File: src/sv/hbc_pkg.sv
// ----------------------------------------------------------------------------
// hbc_pkg
// types and constants shared by the hsv to bgr pixel converter stages
// ----------------------------------------------------------------------------
package hbc_pkg;

    typedef logic [2:0] t_sector;

    localparam t_sector SECT_0 = 3'd0;
    localparam t_sector SECT_1 = 3'd1;
    localparam t_sector SECT_2 = 3'd2;
    localparam t_sector SECT_3 = 3'd3;
    localparam t_sector SECT_4 = 3'd4;
    localparam t_sector SECT_5 = 3'd5;

    // sector width in half hue steps, full level and the q/t denominator
    localparam logic [6:0]  SECTOR_DEN = 7'd85;
    localparam logic [7:0]  FULL_LEVEL = 8'd255;
    localparam logic [14:0] QT_DEN     = 15'd21675;

    // rounding divisors (twice the denominators) and rounded-up reciprocals
    localparam logic [8:0]  P_DEN2   = 9'd510;
    localparam logic [15:0] QT_DEN2  = 16'd43350;
    localparam int          P_SHIFT  = 26;
    localparam int          QT_SHIFT = 40;
    localparam logic [17:0] P_RECIP  =
        18'(((64'd1 << P_SHIFT) + 64'(P_DEN2) - 64'd1) / 64'(P_DEN2));
    localparam logic [24:0] QT_RECIP =
        25'(((64'd1 << QT_SHIFT) + 64'(QT_DEN2) - 64'd1) / 64'(QT_DEN2));

    typedef struct packed {
        t_sector    sector;
        logic [6:0] fr;
        logic [7:0] sat;
        logic [7:0] val;
    } t_sec_data;

    typedef struct packed {
        t_sector     sector;
        logic [7:0]  val;
        logic [15:0] num_p;
        logic [14:0] sf_q;
        logic [14:0] sf_t;
    } t_prod_data;

    typedef struct packed {
        t_sector     sector;
        logic [7:0]  val;
        logic [15:0] num_p;
        logic [22:0] num_q;
        logic [22:0] num_t;
    } t_num_data;

    typedef struct packed {
        t_sector    sector;
        logic [7:0] val;
        logic [7:0] lvl_p;
        logic [7:0] lvl_q;
        logic [7:0] lvl_t;
    } t_lvl_data;

endpackage

File: src/sv/hbc_sector.sv
// ----------------------------------------------------------------------------
// hbc_sector
// splits the hue into a sector and the remainder inside it
// ----------------------------------------------------------------------------
module hbc_sector
    import hbc_pkg::*;
(
    input  logic       i_clk,
    input  logic       i_rst_n,
    input  logic       i_valid,
    output logic       o_ready,
    input  logic [7:0] i_hue,
    input  logic [7:0] i_saturation,
    input  logic [7:0] i_brightness,
    output logic       o_valid,
    input  logic       i_ready,
    output t_sec_data  o_data
);

    logic       r_vld;
    t_sec_data  r_data;
    t_sec_data  n_data;
    logic [8:0] h2;
    logic [8:0] base;

    assign o_ready = !r_vld || i_ready;
    assign h2      = {i_hue, 1'b0};

    always_comb begin
        n_data.sat = i_saturation;
        n_data.val = i_brightness;
        base       = 9'd0;
        // top of the hue range wraps to the start of sector zero
        if (h2 >= 9'd510) begin
            n_data.sector = SECT_0;
            base          = h2;
        end else if (h2 >= 9'd425) begin
            n_data.sector = SECT_5;
            base          = 9'd425;
        end else if (h2 >= 9'd340) begin
            n_data.sector = SECT_4;
            base          = 9'd340;
        end else if (h2 >= 9'd255) begin
            n_data.sector = SECT_3;
            base          = 9'd255;
        end else if (h2 >= 9'd170) begin
            n_data.sector = SECT_2;
            base          = 9'd170;
        end else if (h2 >= 9'd85) begin
            n_data.sector = SECT_1;
            base          = 9'd85;
        end else begin
            n_data.sector = SECT_0;
        end
        n_data.fr = 7'(h2 - base);
    end

    always_ff @(posedge i_clk) begin
        if (!i_rst_n) begin
            r_vld <= 1'b0;
        end else if (o_ready) begin
            r_vld <= i_valid;
        end
    end

    always_ff @(posedge i_clk) begin
        if (o_ready && i_valid) begin
            r_data <= n_data;
        end
    end

    assign o_valid = r_vld;
    assign o_data  = r_data;

endmodule

File: src/sv/hbc_mult.sv
// ----------------------------------------------------------------------------
// hbc_mult
// two multiplier stages forming the p, q and t numerators
// ----------------------------------------------------------------------------
module hbc_mult
    import hbc_pkg::*;
(
    input  logic       i_clk,
    input  logic       i_rst_n,
    input  logic       i_valid,
    output logic       o_ready,
    input  t_sec_data  i_data,
    output logic       o_valid,
    input  logic       i_ready,
    output t_num_data  o_data
);

    logic       r_vld1;
    logic       r_vld2;
    logic       rdy1;
    logic       rdy2;
    t_prod_data r_prod;
    t_prod_data n_prod;
    t_num_data  r_num;
    t_num_data  n_num;
    logic [7:0] inv_sat;
    logic [6:0] inv_fr;

    assign rdy2    = !r_vld2 || i_ready;
    assign rdy1    = !r_vld1 || rdy2;
    assign o_ready = rdy1;

    always_comb begin
        inv_sat       = FULL_LEVEL - i_data.sat;
        inv_fr        = SECTOR_DEN - i_data.fr;
        n_prod.sector = i_data.sector;
        n_prod.val    = i_data.val;
        n_prod.num_p  = i_data.val * inv_sat;
        n_prod.sf_q   = 15'(i_data.sat * i_data.fr);
        n_prod.sf_t   = 15'(i_data.sat * inv_fr);
    end

    always_comb begin
        n_num.sector = r_prod.sector;
        n_num.val    = r_prod.val;
        n_num.num_p  = r_prod.num_p;
        n_num.num_q  = r_prod.val * (QT_DEN - r_prod.sf_q);
        n_num.num_t  = r_prod.val * (QT_DEN - r_prod.sf_t);
    end

    always_ff @(posedge i_clk) begin
        if (!i_rst_n) begin
            r_vld1 <= 1'b0;
            r_vld2 <= 1'b0;
        end else begin
            if (rdy1) begin
                r_vld1 <= i_valid;
            end
            if (rdy2) begin
                r_vld2 <= r_vld1;
            end
        end
    end

    always_ff @(posedge i_clk) begin
        if (rdy1 && i_valid) begin
            r_prod <= n_prod;
        end
        if (rdy2 && r_vld1) begin
            r_num <= n_num;
        end
    end

    assign o_valid = r_vld2;
    assign o_data  = r_num;

endmodule

File: src/sv/hbc_scale.sv
// ----------------------------------------------------------------------------
// hbc_scale
// rounded division of the numerators by reciprocal multiplication
// ----------------------------------------------------------------------------
module hbc_scale
    import hbc_pkg::*;
(
    input  logic       i_clk,
    input  logic       i_rst_n,
    input  logic       i_valid,
    output logic       o_ready,
    input  t_num_data  i_data,
    output logic       o_valid,
    input  logic       i_ready,
    output t_lvl_data  o_data
);

    logic        r_vld;
    t_lvl_data   r_data;
    t_lvl_data   n_data;
    logic [16:0] rnd_p;
    logic [23:0] rnd_q;
    logic [23:0] rnd_t;
    logic [34:0] prod_p;
    logic [48:0] prod_q;
    logic [48:0] prod_t;

    assign o_ready = !r_vld || i_ready;

    // round to nearest, ties up: (2n + d) / 2d, exact for these operand ranges
    always_comb begin
        rnd_p  = {i_data.num_p, 1'b0} + 17'(FULL_LEVEL);
        rnd_q  = {i_data.num_q, 1'b0} + 24'(QT_DEN);
        rnd_t  = {i_data.num_t, 1'b0} + 24'(QT_DEN);
        prod_p = rnd_p * P_RECIP;
        prod_q = rnd_q * QT_RECIP;
        prod_t = rnd_t * QT_RECIP;
        n_data.sector = i_data.sector;
        n_data.val    = i_data.val;
        n_data.lvl_p  = prod_p[P_SHIFT +: 8];
        n_data.lvl_q  = prod_q[QT_SHIFT +: 8];
        n_data.lvl_t  = prod_t[QT_SHIFT +: 8];
    end

    always_ff @(posedge i_clk) begin
        if (!i_rst_n) begin
            r_vld <= 1'b0;
        end else if (o_ready) begin
            r_vld <= i_valid;
        end
    end

    always_ff @(posedge i_clk) begin
        if (o_ready && i_valid) begin
            r_data <= n_data;
        end
    end

    assign o_valid = r_vld;
    assign o_data  = r_data;

endmodule

File: src/sv/hsv_to_bgr_pixel_convert_core.sv
// ----------------------------------------------------------------------------
// hsv_to_bgr_pixel_convert_core
// pipelined conversion of 8-bit hue, saturation, value pixels to bgr bytes
// ----------------------------------------------------------------------------
//  channel  signals                                   direction
//  input    i_valid o_ready i_hue i_saturation         in
//           i_brightness
//  output   o_valid i_ready o_blue o_green o_red      out
//
//  one transaction accepted per cycle while the output is not stalled; five
//  register stages (sector split, two multiplier stages, reciprocal scaling,
//  channel select) lie between an accepted pixel and the output
//  each stage holds its data while the next one is stalled; bubbles close up
//  synchronous active-low reset clears the valid bits only
// ----------------------------------------------------------------------------
module hsv_to_bgr_pixel_convert_core
    import hbc_pkg::*;
(
    input  logic       i_clk,
    input  logic       i_rst_n,
    input  logic       i_valid,
    output logic       o_ready,
    input  logic [7:0] i_hue,
    input  logic [7:0] i_saturation,
    input  logic [7:0] i_brightness,
    output logic       o_valid,
    input  logic       i_ready,
    output logic [7:0] o_blue,
    output logic [7:0] o_green,
    output logic [7:0] o_red
);

    logic       sec_vld;
    logic       sec_rdy;
    t_sec_data  sec_data;
    logic       num_vld;
    logic       num_rdy;
    t_num_data  num_data;
    logic       lvl_vld;
    logic       lvl_rdy;
    t_lvl_data  lvl_data;
    logic       r_vld;
    logic [7:0] r_blue;
    logic [7:0] r_green;
    logic [7:0] r_red;
    logic [7:0] n_blue;
    logic [7:0] n_green;
    logic [7:0] n_red;

    hbc_sector u_sector (
        .i_clk        (i_clk),
        .i_rst_n      (i_rst_n),
        .i_valid      (i_valid),
        .o_ready      (o_ready),
        .i_hue        (i_hue),
        .i_saturation (i_saturation),
        .i_brightness (i_brightness),
        .o_valid      (sec_vld),
        .i_ready      (sec_rdy),
        .o_data       (sec_data)
    );

    hbc_mult u_mult (
        .i_clk   (i_clk),
        .i_rst_n (i_rst_n),
        .i_valid (sec_vld),
        .o_ready (sec_rdy),
        .i_data  (sec_data),
        .o_valid (num_vld),
        .i_ready (num_rdy),
        .o_data  (num_data)
    );

    hbc_scale u_scale (
        .i_clk   (i_clk),
        .i_rst_n (i_rst_n),
        .i_valid (num_vld),
        .o_ready (num_rdy),
        .i_data  (num_data),
        .o_valid (lvl_vld),
        .i_ready (lvl_rdy),
        .o_data  (lvl_data)
    );

    assign lvl_rdy = !r_vld || i_ready;

    always_comb begin
        case (lvl_data.sector)
            SECT_0: begin
                n_blue  = lvl_data.lvl_p;
                n_green = lvl_data.lvl_t;
                n_red   = lvl_data.val;
            end
            SECT_1: begin
                n_blue  = lvl_data.lvl_p;
                n_green = lvl_data.val;
                n_red   = lvl_data.lvl_q;
            end
            SECT_2: begin
                n_blue  = lvl_data.lvl_t;
                n_green = lvl_data.val;
                n_red   = lvl_data.lvl_p;
            end
            SECT_3: begin
                n_blue  = lvl_data.val;
                n_green = lvl_data.lvl_q;
                n_red   = lvl_data.lvl_p;
            end
            SECT_4: begin
                n_blue  = lvl_data.val;
                n_green = lvl_data.lvl_p;
                n_red   = lvl_data.lvl_t;
            end
            default: begin
                n_blue  = lvl_data.lvl_q;
                n_green = lvl_data.lvl_p;
                n_red   = lvl_data.val;
            end
        endcase
    end

    always_ff @(posedge i_clk) begin
        if (!i_rst_n) begin
            r_vld <= 1'b0;
        end else if (lvl_rdy) begin
            r_vld <= lvl_vld;
        end
    end

    always_ff @(posedge i_clk) begin
        if (lvl_rdy && lvl_vld) begin
            r_blue  <= n_blue;
            r_green <= n_green;
            r_red   <= n_red;
        end
    end

    assign o_valid = r_vld;
    assign o_blue  = r_blue;
    assign o_green = r_green;
    assign o_red   = r_red;

endmodule

File: config.mk
export PLATFORM = sky130hd
export DESIGN_NAME = hsv_to_bgr_pixel_convert_core
export DESIGN_NICKNAME = d
export VERILOG_FILES = /design/src/sv/hbc_pkg.sv /design/src/sv/hbc_sector.sv /design/src/sv/hbc_mult.sv /design/src/sv/hbc_scale.sv /design/src/sv/hsv_to_bgr_pixel_convert_core.sv
export SDC_FILE = /design/constraint.sdc
export NUM_CORES = 2
export LEC_CHECK = 0
export ABC_AREA = 0
export BUFFER_PORTS_ARGS = -buffer_cell sky130_fd_sc_hd__buf_2
export CAP_MARGIN = 10
export CORE_MARGIN = 1
export CORE_UTILIZATION = 30
export DETAILED_ROUTE_END_ITERATION = 12
export GPL_TIMING_DRIVEN = 0
export HOLD_SLACK_MARGIN = 0.03
export PLACE_DENSITY_LB_ADDON = 0.05
export SLEW_MARGIN = 25
export SYNTH_ARGS = -nofsm -noshare
export SYNTH_HDL_FRONTEND = slang
export SYNTH_SLANG_ARGS = --single-unit
File: constraint.sdc
create_clock -name i_clk -period 11.2 [get_ports i_clk]
set_clock_uncertainty 0.1 [all_clocks]
set_input_delay 1.68 -clock i_clk [delete_from_list [all_inputs] [get_ports i_clk]]
set_output_delay 1.68 -clock i_clk [all_outputs]
set_load 0.02 [all_outputs]
==> key figures <==
STA
  • Crit share post-route: 85.6%
  • Slack of the critical path: 1.62 ns
  • Max Slew Vio Count: 0
  • Finish-stage setup viols: 0
  • Slew margin rel.: 30.1%
  • Max Fclk: 104 MHz
  • Setup TNS: 0 ns
  • Endpoints failing hold: 0
  • Worst Tran Pin Value: 1.04 ns
  • Min cycle time layout: 9.58 ns
  • RSZ-0062 raised after global routing: no

Synth
  • Most frequent cell after synthesis: inv_1
  • Synthesized area: 38,900 um^2
  • Library cells used by synthesis: 78
  • Mapped Avg Cell Area: 10.3 um^2
  • Async SR Flop Fraction: 0%
  • Leading area contributor after synthesis: fa_1
  • Number of synthesized flops with an enable pin: 215
  • Post-Syn Nets: 5,116
  • Post-synth top area share: 28.3%
  • Primary FF master, synth: edfxtp_1
  • Synth warn: 0
  • Synth top area cells: fa_1 (28%), ha_1 (25%), edfxtp_1 (17%)
  • Sequential area share after synthesis: 16.9%
  • Commonest cells in the synthesized netlist: inv_1 (784), ha_1 (762), fa_1 (550)
  • Seq cells post-synth: 220
  • Post-Synthesis Cells: 3,776

Detailed routing
  • Drt first pass iters: 5
  • DR iter-0 viols: 828
  • Routed Antenna Nets: 0
  • Routed len/inst: 17.8 um
  • DR vias: 24,697
  • Total Routed Length: 99.9 mm
  • Post-route DRC violation count: 0
  • Vias per cell: 4.39

Placement
  • Routability-driven placement congestion ratio: 0.807
  • Dpl cells: 5,569
  • DP Area: 41,800 um^2
  • Pre-CTS setup slack: 1.58 ns
  • Number of port buffers: 53
  • Post-detail-place hpwl: 86.7 mm

Die
  • Core area: 128,000 um^2
  • Die Wd: 362 um
  • Die area: 131,000 um^2
  • Die Y: 362 um
  • Rows: 131
  • Initial Utilization: 30.4%
  • # IOs: 54

Clock tree
  • CTS tree: done
  • CTS Hold Bufs: 0
  • CTS Buf Count: 30
  • Post-CTS Setup Bufs: 0
  • Clk slew on worst S/H paths: 0.06 ns
  • CTS Sinks: 220
  • Clock Path Buffers: 3
  • H-tree Lvls: 1
  • Clk root buf: clkbuf_16
  • Post-cts sizing count: 0
  • Worst skew pair latency: 0.60 ns

Flow run
  • Max-cap violations: 0

Worst setup path
  • Most frequent CP cell: fa_1
  • CP max stage cell: xor2_1
  • Largest fanout on the critical path: 8
  • Arr. time, crit path: 9.80 ns
  • Delay of the slowest critical-path stage: 0.78 ns
  • Worst path required time: 11.42 ns
  • Worst setup SP type: flop
  • Critical path class: reg2reg
  • CP endpoint kind: flop

Global routing
  • GRT overflow: 0
  • Largest net degree at the start of global routing: 25
  • Antenna violations before repair: 7
  • Total GRT Usage: 15.6%
  • Vias in the first global route: 27,119
  • First-pass GRT wire length: 158 mm

Layout
  • Final instance area: 42,700 um^2
  • Final layout net count: 5,212
  • Post-Layout Cell Count: 5,623
  • Diode count: 0
  • Layout area overhead: 9.83%
  • Share of cells above drive strength 1: 3.98%

Status
  • Status: finished clean

Worst hold path
  • Worst hold path class: reg2reg
==> worst paths after layout <==
kind | start | endpoint | slack [ns] | cells past startpoint
max | u_mult.o_data[23] | u_scale.o_data[15] | 1.62 | 29
min | u_mult.n_num[56] | u_mult.o_data[56] | 0.32 | 0
max reg2reg | u_mult.o_data[23] | u_scale.o_data[15] | 1.62 | 29
min reg2reg | u_mult.n_num[56] | u_mult.o_data[56] | 0.32 | 0
==> worst max-delay path: cells and delay by family, from the launching register on <==
kind                       cells  cell delay (ns)
buffers and inverters          4             0.22
DFF                            1             0.55
and+or+nand+nor                5             0.80
AOI/OAI and AO/OA             10             3.02
adders and majority gates      9             3.86
xor gates and xnor gates       1             0.78
==> per-layer routing <==
layer,routed length [um],vias to the layer above,track usage (%)
met3,2360,67,1.43
li1,-,12362,-
met1,50600,12041,22.4
met4,1500,2,2.42
met2,45400,225,25.8
met5,13,-,0
==> sequential cells by signal (all words and copies together), names as in the netlist, 8 cells and up <==
name             count
o_blue               8
o_red                8
u_scale.o_data      35
u_mult.o_data       73
u_sector.o_data     26
o_green              8
u_mult.r_prod       30
u_mult.n_num        27
==> final cells by class <==
type | instances | area (um^2)
clock inverters | 20 | 194
flip-flops and latches | 220 | 6560
clock buffers | 34 | 766
plain buffers | 60 | 226
multi-input cells | 2711 | 29300
repair buffers | 64 | 528
well taps | 1729 | 2160
fillers | 13363 | 85400
inverters | 785 | 2950
==> per-stage QoR <==
| step | hold WS [ns] | utilization, % |
|---|---|---|
| 2_1_floorplan | 0.300 | - |
| 4_1_cts | 0.317 | 33.3 |
| 5_1_grt | 0.323 | 33.3 |
| 6_report | 0.315 | 33.3 |
| 3_3_place_gp | 0.303 | 32.2 |
| 3_5_place_dp | 0.305 | 32.6 |
==> cell usage in the layout (no fill, tap or decap), types with 61 or more instances in the layout <==
master and count:
a21oi_1 90, and2_1 143, clkbuf_1 61, edfxtp_1 215, fa_1 550, ha_1 762, inv_1 784, nand2_1 267
nor2_1 102, nor2b_1 106, xnor2_1 129
==> cells by family (layout without fill, tap and decap cells) <==
kind of cell | Yosys count | in the layout | share of synthesized area, %
mux | 35 | 35 | 0.904
simple gates | 810 | 810 | 10.5
flops | 220 | 220 | 16.9
fa+ha+maj | 1312 | 1312 | 52.8
compound gates | 354 | 354 | 6.19
xor+xnor | 200 | 200 | 4.56
buf+inv | 845 | 963 | 8.16
Power is left out: the tool's default activity adds up to more than one toggle a clock period on the data nets, which glitch-free logic cannot reach.
